$ cat src/sv/swfr_pkg.sv
// Shared types and constants for the stop-and-wait frame receiver.
// Used by the frame checker, the result sequencer, the top level and the testbench.
// Depends on nothing else.
`default_nettype none

package swfr_pkg;

  localparam logic [7:0] ASCII_ZERO = 8'h30;
  localparam logic [7:0] PAD_CHAR   = 8'h7E;

  // Byte counter: the last byte of a full frame arrives at count 7; 8 or 9 is overlong.
  localparam logic [3:0] COUNT_LAST = 4'd7;
  localparam logic [3:0] COUNT_OVER = 4'd9;

  localparam int unsigned FRAME_LEN = 8;

  // Configuration register indexes.
  localparam logic [1:0] REG_OWN_ADDRESS   = 2'd0;
  localparam logic [1:0] REG_PEER_ADDRESS  = 2'd1;
  localparam logic [1:0] REG_START_FLAG    = 2'd2;
  localparam logic [1:0] REG_STRIP_PADDING = 2'd3;

  typedef enum logic [1:0] {
    KIND_PAYLOAD = 2'd0,
    KIND_ACK     = 2'd1,
    KIND_EOM     = 2'd2
  } kind_e;

  // Result slots walked by the sequencer for one accepted frame.
  typedef enum logic [3:0] {
    SLOT_PAY0  = 4'd0,
    SLOT_PAY1  = 4'd1,
    SLOT_START = 4'd2,
    SLOT_PEER  = 4'd3,
    SLOT_OWN   = 4'd4,
    SLOT_SEQ   = 4'd5,
    SLOT_PAR   = 4'd6,
    SLOT_ZERO  = 4'd7,
    SLOT_EOM   = 4'd8
  } slot_e;

  typedef struct packed {
    logic [7:0] own_address;
    logic [7:0] peer_address;
    logic [7:0] start_flag;
    logic       strip_padding;
  } cfg_t;

  // Everything the sequencer needs to replay the results of one accepted frame.
  typedef struct packed {
    logic       keep0;
    logic       keep1;
    logic [7:0] pay0;
    logic [7:0] pay1;
    logic       seq;
    logic       eom;
  } job_t;

  // Handoff between the frame checker and the sequencer.
  typedef struct packed {
    logic push;
    job_t job;
  } job_req_t;

endpackage

`default_nettype wire

$ cat src/sv/swfr_if.sv
// Valid/ready channel interfaces of the stop-and-wait frame receiver:
// received bytes, result bytes and configuration writes.
// Depends on nothing else.
`default_nettype none

interface swfr_in_if;
  logic       valid;
  logic       ready;
  logic [7:0] rx_byte;
  logic       frame_end;

  modport source (output valid, output rx_byte, output frame_end, input ready);
  modport sink (input valid, input rx_byte, input frame_end, output ready);
endinterface

interface swfr_out_if;
  logic       valid;
  logic       ready;
  logic [1:0] out_kind;
  logic [7:0] out_byte;
  logic       out_last;

  modport source (output valid, output out_kind, output out_byte, output out_last,
                  input ready);
  modport sink (input valid, input out_kind, input out_byte, input out_last,
                output ready);
endinterface

interface swfr_cfg_if;
  logic       valid;
  logic       ready;
  logic [1:0] index;
  logic [7:0] data;

  modport source (output valid, output index, output data, input ready);
  modport sink (input valid, input index, input data, output ready);
endinterface

`default_nettype wire

$ cat src/sv/swfr_frame.sv
// Frame checker: input register, frame buffer, byte counter and sequence bit.
// Judges a frame on its end mark and hands accepted frames to the sequencer.
// Depends on swfr_pkg and swfr_if.
`default_nettype none

module swfr_frame (
  input  wire logic              clk_i,
  input  wire logic              rst_ni,
  swfr_in_if.sink                in_i,
  input  wire swfr_pkg::cfg_t    cfg_i,
  input  wire logic              job_room_i,
  output swfr_pkg::job_req_t     job_req_o
);

  logic       in_valid_q;
  logic [7:0] rx_q;
  logic       end_q;

  logic [3:0] count_q, count_d;
  logic       seq_q, seq_d;
  logic [7:0] store_q [swfr_pkg::FRAME_LEN];

  logic consume;
  logic parity;
  logic frame_ok;
  logic last_zero;

  // A byte without an end mark never causes results, so it moves on even
  // while the sequencer is still busy with the previous frame.
  assign consume  = in_valid_q && (!end_q || job_room_i);
  assign in_i.ready = !in_valid_q || consume;

  assign parity = store_q[0][0] ^ store_q[1][0] ^ store_q[2][0]
                ^ store_q[3][0] ^ store_q[4][0] ^ store_q[5][0];

  // The byte in the input register is frame byte 7 when the count stands at 7.
  assign frame_ok = end_q && (count_q == swfr_pkg::COUNT_LAST)
                 && (store_q[1] == cfg_i.own_address)
                 && (store_q[3] == {swfr_pkg::ASCII_ZERO[7:1], seq_q})
                 && (store_q[6] == {swfr_pkg::ASCII_ZERO[7:1], parity});

  assign last_zero = (rx_q == swfr_pkg::ASCII_ZERO);

  always_comb begin
    job_req_o.push      = consume && frame_ok;
    job_req_o.job.keep0 = !(cfg_i.strip_padding && (store_q[4] == swfr_pkg::PAD_CHAR));
    job_req_o.job.keep1 = !(cfg_i.strip_padding && (store_q[5] == swfr_pkg::PAD_CHAR));
    job_req_o.job.pay0  = store_q[4];
    job_req_o.job.pay1  = store_q[5];
    job_req_o.job.seq   = !seq_q;
    job_req_o.job.eom   = last_zero;
  end

  always_comb begin
    count_d = count_q;
    seq_d   = seq_q;
    if (consume) begin
      if (end_q) begin
        count_d = 4'd0;
      end else if (count_q < swfr_pkg::COUNT_OVER) begin
        count_d = count_q + 4'd1;
      end
    end
    if (job_req_o.push) begin
      seq_d = last_zero ? 1'b0 : !seq_q;
    end
  end

  always_ff @(posedge clk_i or negedge rst_ni) begin
    if (!rst_ni) begin
      in_valid_q <= 1'b0;
      count_q    <= 4'd0;
      seq_q      <= 1'b0;
    end else begin
      count_q <= count_d;
      seq_q   <= seq_d;
      if (in_i.valid && in_i.ready) begin
        in_valid_q <= 1'b1;
      end else if (consume) begin
        in_valid_q <= 1'b0;
      end
    end
  end

  always_ff @(posedge clk_i) begin
    if (in_i.valid && in_i.ready) begin
      rx_q  <= in_i.rx_byte;
      end_q <= in_i.frame_end;
    end
    if (consume && !count_q[3]) begin
      store_q[count_q[2:0]] <= rx_q;
    end
  end

endmodule

`default_nettype wire

$ cat src/sv/swfr_emit.sv
// Result sequencer: holds one accepted frame and walks its payload, ack and
// end-of-message results into the output register, one per unstalled cycle.
// Depends on swfr_pkg and swfr_if.
`default_nettype none

module swfr_emit (
  input  wire logic              clk_i,
  input  wire logic              rst_ni,
  input  wire swfr_pkg::cfg_t    cfg_i,
  input  wire swfr_pkg::job_req_t job_req_i,
  output logic                   job_room_o,
  swfr_out_if.source             out_o
);

  logic              job_valid_q;
  swfr_pkg::job_t    job_q;
  swfr_pkg::slot_e   slot_q, slot_d;

  logic              out_valid_q;
  swfr_pkg::kind_e   out_kind_q;
  logic [7:0]        out_byte_q;
  logic              out_last_q;

  logic              adv;
  logic              done;
  swfr_pkg::kind_e   kind;
  logic [7:0]        res_byte;
  swfr_pkg::slot_e   slot_next;
  swfr_pkg::slot_e   slot_first;
  logic              ack_par;

  assign adv        = job_valid_q && (!out_valid_q || out_o.ready);
  assign job_room_o = !job_valid_q || (adv && done);

  assign ack_par = cfg_i.start_flag[0] ^ cfg_i.peer_address[0]
                 ^ cfg_i.own_address[0] ^ job_q.seq;

  // Dropped payload bytes are skipped; the walk never stops on their slots.
  always_comb begin
    if (job_req_i.job.keep0) begin
      slot_first = swfr_pkg::SLOT_PAY0;
    end else if (job_req_i.job.keep1) begin
      slot_first = swfr_pkg::SLOT_PAY1;
    end else begin
      slot_first = swfr_pkg::SLOT_START;
    end
  end

  always_comb begin
    kind      = swfr_pkg::KIND_ACK;
    res_byte  = swfr_pkg::ASCII_ZERO;
    slot_next = slot_q;
    done      = 1'b0;
    unique case (slot_q)
      swfr_pkg::SLOT_PAY0: begin
        kind      = swfr_pkg::KIND_PAYLOAD;
        res_byte  = job_q.pay0;
        slot_next = job_q.keep1 ? swfr_pkg::SLOT_PAY1 : swfr_pkg::SLOT_START;
      end
      swfr_pkg::SLOT_PAY1: begin
        kind      = swfr_pkg::KIND_PAYLOAD;
        res_byte  = job_q.pay1;
        slot_next = swfr_pkg::SLOT_START;
      end
      swfr_pkg::SLOT_START: begin
        res_byte  = cfg_i.start_flag;
        slot_next = swfr_pkg::SLOT_PEER;
      end
      swfr_pkg::SLOT_PEER: begin
        res_byte  = cfg_i.peer_address;
        slot_next = swfr_pkg::SLOT_OWN;
      end
      swfr_pkg::SLOT_OWN: begin
        res_byte  = cfg_i.own_address;
        slot_next = swfr_pkg::SLOT_SEQ;
      end
      swfr_pkg::SLOT_SEQ: begin
        res_byte  = {swfr_pkg::ASCII_ZERO[7:1], job_q.seq};
        slot_next = swfr_pkg::SLOT_PAR;
      end
      swfr_pkg::SLOT_PAR: begin
        res_byte  = {swfr_pkg::ASCII_ZERO[7:1], ack_par};
        slot_next = swfr_pkg::SLOT_ZERO;
      end
      swfr_pkg::SLOT_ZERO: begin
        res_byte  = swfr_pkg::ASCII_ZERO;
        slot_next = swfr_pkg::SLOT_EOM;
        done      = !job_q.eom;
      end
      swfr_pkg::SLOT_EOM: begin
        kind     = swfr_pkg::KIND_EOM;
        res_byte = 8'd0;
        done     = 1'b1;
      end
      default: begin
        done = 1'b1;
      end
    endcase
  end

  always_ff @(posedge clk_i or negedge rst_ni) begin
    if (!rst_ni) begin
      job_valid_q <= 1'b0;
      slot_q      <= swfr_pkg::SLOT_START;
      out_valid_q <= 1'b0;
    end else begin
      slot_q <= slot_d;
      if (job_req_i.push) begin
        job_valid_q <= 1'b1;
      end else if (adv && done) begin
        job_valid_q <= 1'b0;
      end
      if (adv) begin
        out_valid_q <= 1'b1;
      end else if (out_o.ready) begin
        out_valid_q <= 1'b0;
      end
    end
  end

  always_comb begin
    slot_d = slot_q;
    if (job_req_i.push) begin
      slot_d = slot_first;
    end else if (adv) begin
      slot_d = slot_next;
    end
  end

  always_ff @(posedge clk_i) begin
    if (job_req_i.push) begin
      job_q <= job_req_i.job;
    end
    if (adv) begin
      out_kind_q <= kind;
      out_byte_q <= res_byte;
      out_last_q <= done;
    end
  end

  assign out_o.valid    = out_valid_q;
  assign out_o.out_kind = out_kind_q;
  assign out_o.out_byte = out_byte_q;
  assign out_o.out_last = out_last_q;

endmodule

`default_nettype wire

$ cat src/sv/stop_wait_frame_receiver_top.sv
// Receiving side of a stop-and-wait link: bytes enter one per request and are
// buffered per frame; an accepted 8-byte frame yields its payload bytes, a
// 6-byte ack frame and, when the frame closes the message, an end marker.
// A byte is taken every cycle unless an end-marked byte waits in the input
// register, and it passes through that register to the frame checker. The
// end-marked byte of an accepted frame starts a burst of six to nine results
// that the result sequencer sends one per cycle unless the output stalls.
// Bytes without an end mark keep flowing during a burst; the next end-marked
// byte waits in the input register until the burst's last result has been
// loaded into the output register. Configuration writes take effect at once
// and must only be issued while no frame results are pending.
// Depends on swfr_pkg, swfr_if, swfr_frame and swfr_emit.
`default_nettype none

module stop_wait_frame_receiver_top (
  input  wire logic  clk_i,
  input  wire logic  rst_ni,
  swfr_in_if.sink    in_i,
  swfr_out_if.source out_o,
  swfr_cfg_if.sink   cfg_i
);

  logic [7:0] own_address_q;
  logic [7:0] peer_address_q;
  logic [7:0] start_flag_q;
  logic       strip_padding_q;

  swfr_pkg::cfg_t     cfg;
  swfr_pkg::job_req_t job_req;
  logic               job_room;

  assign cfg_i.ready = 1'b1;

  always_ff @(posedge clk_i or negedge rst_ni) begin
    if (!rst_ni) begin
      own_address_q   <= 8'd66;
      peer_address_q  <= 8'd65;
      start_flag_q    <= 8'd111;
      strip_padding_q <= 1'b1;
    end else if (cfg_i.valid && cfg_i.ready) begin
      unique case (cfg_i.index)
        swfr_pkg::REG_OWN_ADDRESS:   own_address_q   <= cfg_i.data;
        swfr_pkg::REG_PEER_ADDRESS:  peer_address_q  <= cfg_i.data;
        swfr_pkg::REG_START_FLAG:    start_flag_q    <= cfg_i.data;
        swfr_pkg::REG_STRIP_PADDING: strip_padding_q <= cfg_i.data[0];
        default: begin
        end
      endcase
    end
  end

  always_comb begin
    cfg.own_address   = own_address_q;
    cfg.peer_address  = peer_address_q;
    cfg.start_flag    = start_flag_q;
    cfg.strip_padding = strip_padding_q;
  end

  swfr_frame u_frame (
    .clk_i      (clk_i),
    .rst_ni     (rst_ni),
    .in_i       (in_i),
    .cfg_i      (cfg),
    .job_room_i (job_room),
    .job_req_o  (job_req)
  );

  swfr_emit u_emit (
    .clk_i      (clk_i),
    .rst_ni     (rst_ni),
    .cfg_i      (cfg),
    .job_req_i  (job_req),
    .job_room_o (job_room),
    .out_o      (out_o)
  );

  // A new frame must never overwrite one whose results are still being sent.
  a_push_has_room: assert property (@(posedge clk_i) disable iff (!rst_ni)
    job_req.push |-> job_room)
    else $error("frame handed over while the sequencer was busy");

  // The end marker always closes the results of its frame.
  a_eom_is_last: assert property (@(posedge clk_i) disable iff (!rst_ni)
    (out_o.valid && (out_o.out_kind == swfr_pkg::KIND_EOM)) |-> out_o.out_last)
    else $error("end-of-message result without last flag");

  // Payload bytes are always followed by the ack frame.
  a_payload_not_last: assert property (@(posedge clk_i) disable iff (!rst_ni)
    (out_o.valid && (out_o.out_kind == swfr_pkg::KIND_PAYLOAD)) |-> !out_o.out_last)
    else $error("payload result marked as last");

endmodule

`default_nettype wire

$ cat src/flat_wrapper.sv
// flat-port wrapper written by rule: the top's interface ports become plain ports
module stop_wait_frame_receiver_top_flat 
  (clk_i, rst_ni, in_i_valid, in_i_rx_byte, in_i_frame_end, in_i_ready, out_o_valid, out_o_out_kind, out_o_out_byte, out_o_out_last, out_o_ready, cfg_i_valid, cfg_i_index, cfg_i_data, cfg_i_ready);
  swfr_in_if in_i_i ();
  swfr_out_if out_o_i ();
  swfr_cfg_if cfg_i_i ();
  input  wire logic clk_i;
  input  wire logic rst_ni;
  input wire logic [$bits(in_i_i.valid)-1:0] in_i_valid;
  input wire logic [$bits(in_i_i.rx_byte)-1:0] in_i_rx_byte;
  input wire logic [$bits(in_i_i.frame_end)-1:0] in_i_frame_end;
  output wire logic [$bits(in_i_i.ready)-1:0] in_i_ready;
  output wire logic [$bits(out_o_i.valid)-1:0] out_o_valid;
  output wire logic [$bits(out_o_i.out_kind)-1:0] out_o_out_kind;
  output wire logic [$bits(out_o_i.out_byte)-1:0] out_o_out_byte;
  output wire logic [$bits(out_o_i.out_last)-1:0] out_o_out_last;
  input wire logic [$bits(out_o_i.ready)-1:0] out_o_ready;
  input wire logic [$bits(cfg_i_i.valid)-1:0] cfg_i_valid;
  input wire logic [$bits(cfg_i_i.index)-1:0] cfg_i_index;
  input wire logic [$bits(cfg_i_i.data)-1:0] cfg_i_data;
  output wire logic [$bits(cfg_i_i.ready)-1:0] cfg_i_ready;
  assign in_i_i.valid = in_i_valid;
  assign in_i_i.rx_byte = in_i_rx_byte;
  assign in_i_i.frame_end = in_i_frame_end;
  assign in_i_ready = in_i_i.ready;
  assign out_o_valid = out_o_i.valid;
  assign out_o_out_kind = out_o_i.out_kind;
  assign out_o_out_byte = out_o_i.out_byte;
  assign out_o_out_last = out_o_i.out_last;
  assign out_o_i.ready = out_o_ready;
  assign cfg_i_i.valid = cfg_i_valid;
  assign cfg_i_i.index = cfg_i_index;
  assign cfg_i_i.data = cfg_i_data;
  assign cfg_i_ready = cfg_i_i.ready;
  stop_wait_frame_receiver_top u_core (.clk_i(clk_i), .rst_ni(rst_ni), .in_i(in_i_i), .out_o(out_o_i), .cfg_i(cfg_i_i));
endmodule
$ cat config.mk
export PLATFORM = sky130hd
export DESIGN_NAME = stop_wait_frame_receiver_top_flat
export DESIGN_NICKNAME = d
export VERILOG_FILES = /design/src/sv/swfr_pkg.sv /design/src/sv/swfr_if.sv /design/src/sv/swfr_frame.sv /design/src/sv/swfr_emit.sv /design/src/sv/stop_wait_frame_receiver_top.sv /design/src/flat_wrapper.sv
export SDC_FILE = /design/constraint.sdc
export NUM_CORES = 1
export LEC_CHECK = 0
export BUFFER_PORTS_ARGS = -buffer_cell sky130_fd_sc_hd__buf_2
export CAP_MARGIN = 20
export CORE_MARGIN = 2
export CORE_UTILIZATION = 25
export CTS_BUF_LIST = sky130_fd_sc_hd__clkbuf_8
export CTS_CLUSTER_SIZE = 14
export DETAILED_ROUTE_END_ITERATION = 10
export PLACE_DENSITY = 0.47
export SYNTH_ARGS = -nofsm -noshare
export SYNTH_HDL_FRONTEND = slang
export SYNTH_SLANG_ARGS = --single-unit
$ cat constraint.sdc
create_clock -name clk_i -period 3.8 [get_ports clk_i]
set_input_delay 0.19 -clock clk_i [delete_from_list [all_inputs] [get_ports clk_i]]
set_output_delay 0.19 -clock clk_i [all_outputs]
set_load 0.02 [all_outputs]
After elaboration in Yosys (flattened, before gate mapping)
Memory sizes are Yosys's and may differ from the RTL's.
Cells that the tools add are included.
{"block": "totals", "in_bits": 24, "mem_count": 1, "reg_bits": 76, "elab_cells": 109, "out_inout_bits": 14, "mem_bits_rw": 64}
{"block": "classes", "mux": 20, "n_reduce_logical": 40, "n_eq_ne": 18, "bitwise": 8, "order_cmp": 1, "add_sub_neg": 1}
{"memory": "u_core.u_frame.store_q", "words": 8, "width": 8, "read_ports": 7, "rd_clocked_by_memory_dff": 0, "wr": 1, "line": "swfr_frame.sv:21", "text": "logic [7:0] store_q [swfr_pkg::FRAME_LEN];"}
{"op": "8-bit case mux with 8 select lines", "n": 1}
{"op": "4-bit case mux with 8 select lines", "n": 1}
{"op": "4-bit by 3-bit == test with 1-bit output (second input constant)", "n": 5}
{"op": "4-bit two-way mux", "n": 5}
{"op": "8-bit by 6-bit == test with 1-bit output", "n": 2}
{"op": "8-bit by 7-bit == test with 1-bit output (second input constant)", "n": 2}
{"op": "1-bit logical AND", "n": 12}
{"op": "2-bit AND reduction", "n": 6}
{"op": "2-bit nonzero test", "n": 5}
{"op": "1-bit two-way mux", "n": 9}
{"op": "9-bit nonzero test", "n": 1}
{"op": "4-bit by 2-bit == test with 1-bit output (second input constant)", "n": 2}
{"op": "8-bit by 6-bit == test with 1-bit output (second input constant)", "n": 1}
{"op": "8-bit == test", "n": 1}
{"op": "1-bit zero test", "n": 8}
{"op": "1-bit bitwise XOR", "n": 8}
{"op": "7-bit OR reduction", "n": 1}
{"op": "4-bit by 1-bit adder with 4-bit output (second input constant)", "n": 1}
{"op": "2-bit == test (second input constant)", "n": 2}
{"op": "4-bit by 1-bit == test with 1-bit output (second input constant)", "n": 1}
{"op": "4-bit == test (second input constant)", "n": 1}
{"op": "4-bit zero test", "n": 1}
{"op": "1-bit logical OR", "n": 4}
{"op": "4-bit < comparator (second input constant)", "n": 1}
{"op": "other kinds (6)", "n": 7}

Longest topological paths before layout
Gate-level depths: netlist of run 1.
An unclocked memory read counts as a cell.
{"block": "depth", "word_depth": 11, "ltp_mapped": 7, "mapped_depth_nobuf": 7}

Modules after synthesis
Synthesis of run 1 repeated with hierarchy kept, for this count alone.
{"block": "unflattened", "hier_cells": 329, "area_unflattened_um2": 5023.6}
{"module": "swfr_frame", "seq_area_each_um2": 1681.6, "n_inst": 1, "area_each_um2": 2228.4, "cells_per_inst": 135}
{"module": "swfr_emit", "seq_area_each_um2": 1052.3, "n_inst": 1, "area_each_um2": 1816.7, "cells_per_inst": 138}
{"module": "stop_wait_frame_receiver_top", "seq_area_each_um2": 639.4, "n_inst": 1, "area_each_um2": 978.4, "cells_per_inst": 56}

Least setup slack after synthesis of run 1
OpenSTA, ideal clock, no wires.
{"block": "synth_timing", "kind": "register -> register", "from": "memory u_core.u_frame.store_q[3][1]", "to": "register u_core.u_frame.seq_q", "stages_incl_launch_ff": 6, "slack_ns": 1.032, "path_buffers": 0, "t_required_ns": 3.675, "setup_ns": 0.125, "period_less_slack_ns": 2.768, "t_arrival_ns": 2.643, "path_cell_list": "edfxtp_1 -> nor4b_4 -> nand4_1 -> or4_4 -> nor4_4 -> mux2_4"}
{"element": "start, declared", "line": "swfr_frame.sv:21"}
{"element": "end signal, assigned", "line": "swfr_frame.sv:76", "text": "seq_q <= seq_d;"}
{"element": "end, declared", "line": "swfr_frame.sv:20", "text": "logic seq_q, seq_d;"}

==> flow_summary.toml, run 1 <==
[synth]
ys_ff_latch = 118
async_flop_share_pct = 31.4
netlist_instances = 322
synth_edf_count = 81
syn-num-nets = 348
dominantRegCellSynth = "edfxtp_1"
syn_area_per_cell_um2 = 15.1
seq_area_frac_synth_pct = 69.6
warning_count_from_the_yosys_run = 0
mappedNetlistArea_um2 = 4850
netlist-cell-type-count = 49

[critical_path]
setup.worst_path.end_class = "flop"
start_to_end_type_of_the_worst_setup_path = "flop to flop"
arrival_ns = 2.96
worstSetupStartpointType = "flop"
cp_data_required_time_ns = 4.12
r2r.worst_path.cells = 7
worst_setup_sp = "u_core.u_emit.slot_q[1]"
rr_startpoint = "u_core.u_emit.slot_q[1]"
worstPathMaxFanout = 25

[timing]
timing.clock.skew_ns = 0.00953
unrepaired_setup_endpoints_after_global_routing = "no"
final_hold_slack_ns = 0.0255
setup_tns_ns = 0
report.final.setup_viol = 0
final_max_slew_viol_count = 0
timing.final.crit_period_ns = 2.64
slew_headroom_pct = 42.3
fmax_mhz = 378
timing.final.crit_share_pct = 69.5
worst_pin_slew_ns = 0.865
final_hold_viol_count = 0

[global_routing]
met2_usage_pct = 16.5
grt-ovfl-total = 0
grt_util_all_layers_pct = 10.6
global_route.peak_usage_layer = "met2"
globalRouteMet1Util_pct = 13.6
via_count_of_the_first_global_routing_pass = 2872
grt_max_degree = 38
number_of_antenna_violations_at_the_first_check_in_global_routing = 0
globalRouteMet3Util_pct = 3.19
first_pass_grt_wire_length_mm = 15.8

[routing]
vias = 2783
post_drt_wl_per_cell_um = 15.3
drc = 0
wl_mm = 10.1
final_antenna_net_count = 0
drt-vias-per-instance = 4.21
drt_first_iter_violations = 159
drtPass1Iterations = 5

[clock_tree]
ctsHtreeMaxLevel = 4
worst_setup_hold_path_clk_slew_ns = 0.07
post_cts_buffers = 0
clock_root_buffer_master = "clkbuf_8"
clock_tree.buffer_depth = 2
clkLatencyLatePin_ns = 0.43
cts_buffers = 17
tritoncts_clock_tree = "yes"
clk_sink_count = 118

[pwr]
worst_ir_drop_vdd_mv = 0.221
power.density_cell_area_nw_per_um2 = 591
p_leak_nw = 2.10
p_total_mw = 3.49

[finish]
antenna_cells_inserted = 0
final_util_pct = 31.3
finalNetCount = 414
final_design_area_no_fill_um2 = 5900
post_route_cells_drive_above_1_share_pct = 30.4
syn_to_final_growth_pct = 21.8

[flow_run]
maxCapViolations = 0

[floorplan]
core_um2 = 18900
die-height_um = 143
row_count = 50
ioPinCount = 38
initial_core_util_pct = 25.7
dieArea_um2 = 20500
die_width_um = 143

[placed_design]
placed_area_um2 = 5350
io_buffer_count = 36
gp_congestion = 0.749
post-dp-hpwl_mm = 6.92

[status]
outcome = "complete, no violations"

[min_path]
hold_path.class = "input port to flop"
holdCritStartpoint = "cfg_i_data[2]"
whs_path_depth = 2
-- logic make-up (layout without fill, tap and decap cells) --
kind of cell / after synthesis / count (layout) / share of synthesized area, %
adders and majority gates: 2 / 2 / 0.516
xor gates and xnor gates: 18 / 18 / 3.25
and+or+nand+nor: 96 / 96 / 11.3
muxes: 35 / 35 / 9.29
buffers and inverters: 17 / 96 / 1.57
other: 1 / 1 / 0.0773
DFF: 118 / 118 / 69.6
AOI/OAI and AO/OA: 35 / 35 / 4.41
-- flip-flops by register name (all words and copies together), names as in the netlist, 2 cells and up --
signal	flops
u_core.peer_address_q	8
u_core.u_frame.store_q	42
u_core.u_emit.out_o.out_kind	2
u_core.u_frame.rx_q	8
u_core.u_frame.count_q	4
u_core.u_emit.job_q	19
u_core.own_address_q	8
u_core.start_flag_q	8
u_core.u_emit.slot_q	4
u_core.u_emit.out_o.out_byte	8
-- through the flow --
stage	setup slack, ns	std cells
floorplan	1.03	322
finish	1.16	661
global route	1.02	661
detailed placement	1.19	613
global placement	1.24	613
CTS	1.16	661
-- synthesized netlist by cell type, types with 6 or more instances --
| cell | number | area share, % |
|---|---|---|
| dfrtp_1 | 25 | 13 |
| nor3_1 | 6 | 0.62 |
| nand2_1 | 17 | 1.3 |
| edfxtp_1 | 81 | 50 |
| xnor2_1 | 10 | 1.8 |
| clkbuf_1 | 9 | 0.70 |
| o21ai_0 | 11 | 1.1 |
| xor2_1 | 8 | 1.4 |
| a21oi_1 | 8 | 0.83 |
| nor2_1 | 22 | 1.7 |
| mux2_2 | 26 | 6.0 |
| nand3_1 | 9 | 0.93 |
| dfstp_2 | 12 | 6.5 |
| nand2b_1 | 9 | 1.2 |
-- final timing paths --
path	to	slack, ns
setup / recovery	u_core.u_frame.seq_q	1.16
hold / removal	u_core.start_flag_q[2]	0.03
setup reg to reg	u_core.u_frame.seq_q	1.16
hold reg to reg	u_core.u_emit.job_q[8]	0.45
max in group asynchronous	u_core.u_frame.count_q[3]	2.84
min in group asynchronous	u_core.peer_address_q[2]	0.42
-- layout by cell type, fill, tap and decap left out, types with 3 or more instances in the layout --
master	netlist	layout
mux4_2	5	5
buf_4	1	7
nand2b_1	9	9
nand2_1	17	17
clkbuf_8	0	17
mux2_2	26	26
clkinvlp_4	0	4
nor2b_1	5	5
nor3_1	6	6
nor4_1	4	4
a21o_1	3	3
edfxtp_1	81	81
nand3_1	9	9
clkinv_2	0	5
dfrtp_1	25	25
xnor2_1	10	10
o21ai_0	11	11
dlygate4sd3_1	0	16
dfstp_2	12	12
mux2i_1	3	3
buf_2	1	36
nand4_1	5	5
bufinv_16	0	3
nor2_1	22	22
a21oi_1	8	8
nand3b_1	4	4
xor2_1	8	8
inv_1	5	5
-- power breakdown --
part           switching, mW  internal, mW
logic                  0.366         0.310
clock network          0.507         0.638
registers              0.126          1.54
total                   1.00          2.49
-- critical path, stage by stage, from the launching register on --
cell and delay (ns):
dfstp_2 0.51, buf_4 0.24, and4b_1 0.26, o21ai_1 0.19
a31o_2 0.38, nor4_4 0.26, buf_4 0.36, mux2_4 0.33
-- metal layers --
layer,part of all wire [%],vias to the layer above
met1,46,1368
met4,1.6,0
met5,0,-
li1,-,1336
met3,4.3,12
met2,48,67
-- what timing repair did --
| action | in CTS | in global routing |
|---|---|---|
| hold buffers | 16 | 0 |
| endpoints found under the hold margin | 50 | 0 |
| resized for setup | 0 | 0 |
-- cell type report --
class,count,area [um^2]
Multi-Input combinational cell,187,1400
Clock inverter,15,161
Clock buffer,17,234
Timing Repair Buffer,59,393
Inverter,5,18.8
Tap cell,260,325
Sequential cell,118,3370
Fill cell,1920,13000
Note: power is estimated with default switching activity, not from simulation.
==> inputs of run 2 (changes only) <==
PLACE_DENSITY = 0.48   (was 0.47)
clock period = 2.25 ns   (was 3.8 ns; I/O delays follow)
==> run 2 against run 1 <==
The run now ends with negative setup slack left. Die area did not move. Register-to-register slack got worse by 1.2 ns. Worst hold slack improved by 0.022 ns. Via count rose by 3.9%. Setup slack got worse by 1.2 ns. Clock skew barely moved. Clock power rose by 100%. Sequential power rose by 65%. Flip-flop and latch count did not move. Combinational power rose by 88%. Largest cell class unchanged.
==> flow_summary.toml, run 2 (synthesized netlist as in run 1, its figures left out) <==
[critical_path]
start_to_end_type_of_the_worst_setup_path = "flop to flop"
worst_setup_sp = "u_core.u_frame.count_q[1]"
worst_path_dominant_cell_family = "simple AND/OR/NAND/NOR gates"
worstPathMaxFanout = 12
r2r.worst_path.cells = 7
crit_buf_inv = 2
critical_path_cell_by_cell = "ha_2 > nor4b_4 > nand2_1 > or4_4 > nor4_4 > buf_6 > buf_12"
rr_startpoint = "u_core.u_frame.count_q[1]"
critical_path_cell_count = 7
cpMaxStageDelayCell = "or4_4"
critical_path.reg2reg.endpoint = "u_core.u_emit.job_q[0]"
arrival_ns = 2.43
cp_data_required_time_ns = 2.40
setup.reg_to_reg.worst_slack_ns = -0.03
worstSetupStartpointType = "flop"
critical-path-max-stage-delay_ns = 0.55
setup.worst_path.end_class = "flop"
setup.worst_path.end = "u_core.u_emit.job_q[0]"

[routing]
drtPass1Iterations = 4
wl_mm = 10.4
post_drt_wl_per_cell_um = 15.2
vias = 2892
final_antenna_net_count = 0
drc = 0
drt_first_iter_violations = 138
drt-vias-per-instance = 4.22

[floorplan]
die_width_um = 143
dieArea_um2 = 20500
initial_core_util_pct = 25.7
ioPinCount = 38
row_count = 50
die-height_um = 143
core_um2 = 18900

[finish]
fill_cells = 1877
post_route_cells_drive_above_1_share_pct = 33.9
layout_common_cells = "edfxtp_1, buf_2, mux2_2"
syn_to_final_growth_pct = 28.6
finalNetCount = 438
final_common_cell = "edfxtp_1"
area_taken_by_multi_input_logic_gates_um2 = 1420
largest_register_ffs = 42
seq_area_um2 = 3370
antenna_cells_inserted = 0

[timing]
setup_tns_ns = -0.533
timing.final.crit_period_ns = 2.28
worst_pin_slew_ns = 0.882
final_hold_viol_count = 0
report.final.setup_viol = 21
setup_slack_ns = -0.0340
fmax_mhz = 438
final_max_slew_viol_count = 0
unrepaired_setup_endpoints_after_global_routing = "yes"
timing.clock.skew_ns = 0.00992
slew_headroom_pct = 41.2
timing.final.crit_share_pct = 102

[clock_tree]
cts_buffers = 17
ctsHtreeMaxLevel = 4
clock_tree.buffer_depth = 2
clock_root_buffer_master = "clkbuf_8"
tritoncts_clock_tree = "yes"
clkLatencyLatePin_ns = 0.43
clk_sink_count = 118
worst_setup_hold_path_clk_slew_ns = 0.07

[pwr]
worst_ir_drop_vdd_mv = 0.416
power.density_cell_area_nw_per_um2 = 1010
p_total_mw = 6.32
p_leak_nw = 2.26

[min_path]
hold_path.class = "input port to flop"

[global_routing]
number_of_antenna_violations_at_the_first_check_in_global_routing = 0
first_pass_grt_wire_length_mm = 16.0
grt-ovfl-total = 0
grt_util_all_layers_pct = 10.6
grt_max_degree = 38
via_count_of_the_first_global_routing_pass = 2942

[flow_run]
maxCapViolations = 0

[status]
violations = "negative setup slack"
outcome = "finished, violations left"

[placed_design]
post-dp-hpwl_mm = 6.93
gp_congestion = 0.745
io_buffer_count = 36
post-place-ws_ns = -0.0712
-- run 2: changes by cell type in the layout (fill, tap and decap cells not counted), moves of 3 or more --
cell and change:
dlygate4sd3_1 +4, buf_4 +15, buf_6 +3, bufinv_16 +3
clkinv_2 -4
-- run 2: report_power, final --
part / switching (mW) / internal (mW) / leakage (nW) / total (mW)
clock: 0.875 / 1.42 / 0.224 / 2.29
sequential: 0.153 / 2.60 / 1.18 / 2.76
combinational: 0.695 / 0.579 / 0.859 / 1.27
-- run 2: how the worst min path moves through the flow --
stage / start / end / depth (start not counted)
finish: cfg_i_index[0] / u_core.strip_padding_q / 3
CTS: cfg_i_index[0] / u_core.strip_padding_q / 3
detailed placement: rst_ni / u_core.u_emit.out_o.valid / 1
global placement: rst_ni / u_core.u_emit.out_o.valid / 1
global route: cfg_i_index[0] / u_core.strip_padding_q / 3
floorplan: rst_ni / u_core.own_address_q[0] / 0
-- run 2: layout make-up --
class / count / area share [%]
Clock buffer: 17 / 3.75
Clock inverter: 15 / 3.77
Inverter: 5 / 0.301
Multi-Input combinational cell: 187 / 22.8
Sequential cell: 118 / 54.1
Tap cell: 260 / 5.22
Timing Repair Buffer: 83 / 10.0
-- run 2: worst reg2reg max path, cell delays in order, from the launching register on --
cell	delay [ns]
dfrtp_1	0.36
ha_2	0.18
nor4b_4	0.18
nand2_1	0.08
or4_4	0.55
nor4_4	0.32
buf_6	0.17
buf_12	0.14
-- run 2: what timing repair did --
action,CTS,global route
buffers inserted,0,4
pin swaps,0,4
setup endpoints to repair,22,25
resized for setup,0,6
endpoints found under the hold margin,61,0
hold buffers,20,0
cloned,0,2
-- run 2: through the flow --
stage	area [um^2]	cells	utilization (%)	hold WS, ns
2_1_floorplan	4850	322	-	-0.183
5_1_grt	6230	685	33.0	0.0362
4_1_cts	6140	679	32.5	0.0182
6_report	6230	685	33.0	0.0475
3_3_place_gp	5470	627	28.9	0.276
3_5_place_dp	5470	627	28.9	0.287
-- run 2: routing by layer --
layer / routed length [um] / global-route usage [%] / up-vias
li1: - / - / 1387
met1: 5010 / 14.1 / 1441
met2: 4870 / 16.5 / 55
met3: 413 / 2.92 / 9
met4: 100 / 4.33 / 0
met5: 0 / 0 / -
==> inputs of run 3 (changes only) <==
BUFFER_PORTS_ARGS = -buffer_cell sky130_fd_sc_hd__buf_4   (was -buffer_cell sky130_fd_sc_hd__buf_2)
==> run 3 against run 2 <==
The run now ends clean. Routed wire length is 0.45% higher. Worst hold slack worse by 0.0066 ns. Die area stayed put. Clock power is 10% lower. Sequential power hardly changed.
==> flow_summary.toml, run 3 (synthesized netlist as in run 1, its figures left out) <==
[flow_run]
maxCapViolations = 0

[timing]
final_max_slew_viol_count = 0
unrepaired_setup_endpoints_after_global_routing = "yes"
final_hold_viol_count = 0
slew_headroom_pct = 60.5
worst_pin_slew_ns = 0.590
timing.clock.skew_ns = 0.0114
report.final.setup_viol = 0
timing.final.crit_share_pct = 99.1
timing.final.crit_period_ns = 2.23
fmax_mhz = 448

[critical_path]
cp_data_required_time_ns = 2.40
setup.worst_path.end_class = "flop"
critical_path.reg2reg.endpoint = "u_core.u_emit.job_q[13]"
start_to_end_type_of_the_worst_setup_path = "flop to flop"
worstPathMaxFanout = 6
setup.reg_to_reg.worst_slack_ns = 0.02
rr_startpoint = "u_core.u_frame.store_q[3][2]"
arrival_ns = 2.38
r2r.worst_path.cells = 6
worstSetupStartpointType = "flop"

[min_path]
holdPathEnd = "u_core.strip_padding_q"
holdCritStartpoint = "cfg_i_index[0]"
hold_path.class = "input port to flop"
whs_path_depth = 3

[clock_tree]
clock_root_buffer_master = "clkbuf_8"
cts_buffers = 17
clkLatencyLatePin_ns = 0.43
ctsHtreeMaxLevel = 4
clock_tree.buffer_depth = 2
tritoncts_clock_tree = "yes"
worst_setup_hold_path_clk_slew_ns = 0.07
clk_sink_count = 118

[finish]
finalNetCount = 439
fill_cells = 1910
finish.cell_count_without_fillers = 686
area_taken_by_multi_input_logic_gates_um2 = 1420
seq_area_um2 = 3370
final_common_cell = "edfxtp_1"
syn_to_final_growth_pct = 30.2
largest_register_ffs = 42
final_util_pct = 33.4
layout_common_cells = "edfxtp_1, buf_4, mux2_2"
antenna_cells_inserted = 0
post_route_cells_drive_above_1_share_pct = 34.0

[pwr]
worst_ir_drop_vdd_mv = 0.543
p_leak_nw = 2.29
power.density_cell_area_nw_per_um2 = 966

[global_routing]
number_of_antenna_violations_at_the_first_check_in_global_routing = 0
grt_max_degree = 38
grt-ovfl-total = 0
via_count_of_the_first_global_routing_pass = 3045
grt_util_all_layers_pct = 11.1
first_pass_grt_wire_length_mm = 16.7

[floorplan]
die_width_um = 143
ioPinCount = 38
initial_core_util_pct = 25.7
die-height_um = 143
dieArea_um2 = 20500
row_count = 50
core_um2 = 18900

[routing]
post_drt_wl_per_cell_um = 15.2
vias = 2925
drc = 0
drtPass1Iterations = 4
drt-vias-per-instance = 4.26
final_antenna_net_count = 0
wl_mm = 10.4
drt_first_iter_violations = 197

[placed_design]
post-dp-hpwl_mm = 6.92
gp_congestion = 0.772
io_buffer_count = 36
placedCellCount = 628

[status]
outcome = "complete, no violations"
run 3: repair_timing:
item / 4_1_cts / 5_1_grt
hold buffers: 20 / 0
setup endpoints to repair: 1 / 25
gates cloned: 2 / 0
setup buffers: 5 / 0
hold endpoints to repair: 69 / 0
pin swaps: 3 / 5
gates resized for setup: 2 / 2
run 3: worst max-delay path by stage:
stage | start | to | slack, ns
CTS | u_core.u_frame.count_q[0] | u_core.u_emit.job_q[7] | -0.06
global placement | u_core.u_frame.store_q[3][1] | u_core.u_frame.seq_q | -0.09
finish | u_core.u_frame.store_q[3][2] | u_core.u_emit.job_q[13] | 0.02
floorplan | u_core.u_frame.store_q[3][1] | u_core.u_frame.seq_q | -0.51
global route | u_core.u_frame.store_q[3][2] | u_core.u_frame.seq_q | -0.05
detailed placement | u_core.u_frame.store_q[3][1] | u_core.u_frame.seq_q | -0.08
run 3: final cells by class:
cell class,instances,area share [%]
clock buffers,17,3.71
clock inverters,15,2.93
inverters,5,0.297
multi-input cells,187,22.5
flip-flops and latches,118,53.4
well taps,260,5.15
repair buffers,84,12.0
run 3: worst max-delay path, stage by stage, from the launching register on:
cell and delay, ns:
edfxtp_1 0.42, nor4b_4 0.27, nand4_1 0.13, or4_4 0.56
nor4_4 0.13, buf_4 0.18, bufbuf_16 0.26
run 3: through the flow:
stage	power [mW]	worst slack [ns]	setup TNS, ns	hold slack [ns]	area, um^2
after floorplan	3.66	-0.507	-10.27	-0.183	4850
after global placement	4.04	-0.0902	-0.0902	0.110	5560
after detailed placement	4.06	-0.0836	-0.0836	0.126	5560
after CTS	6.18	-0.0613	-0.858	0.0117	6310
after global routing	6.46	-0.0537	-0.720	0.0476	6310
final	6.10	0.0200	0	0.0409	6310
run 3: report_power, final:
group | switching, mW | internal, mW
combinational | 0.696 | 0.586
sequential | 0.153 | 2.60
clock | 0.873 | 1.19
total | 1.72 | 4.38
run 3: metal layers:
layer / global-route usage [%] / vias to the layer above / share of wire (%)
li1: - / 1388 / -
met1: 14.6 / 1460 / 46
met2: 17.1 / 70 / 46
met3: 3.99 / 7 / 6.3
met4: 3.77 / 0 / 1.2
met5: 0 / - / 0
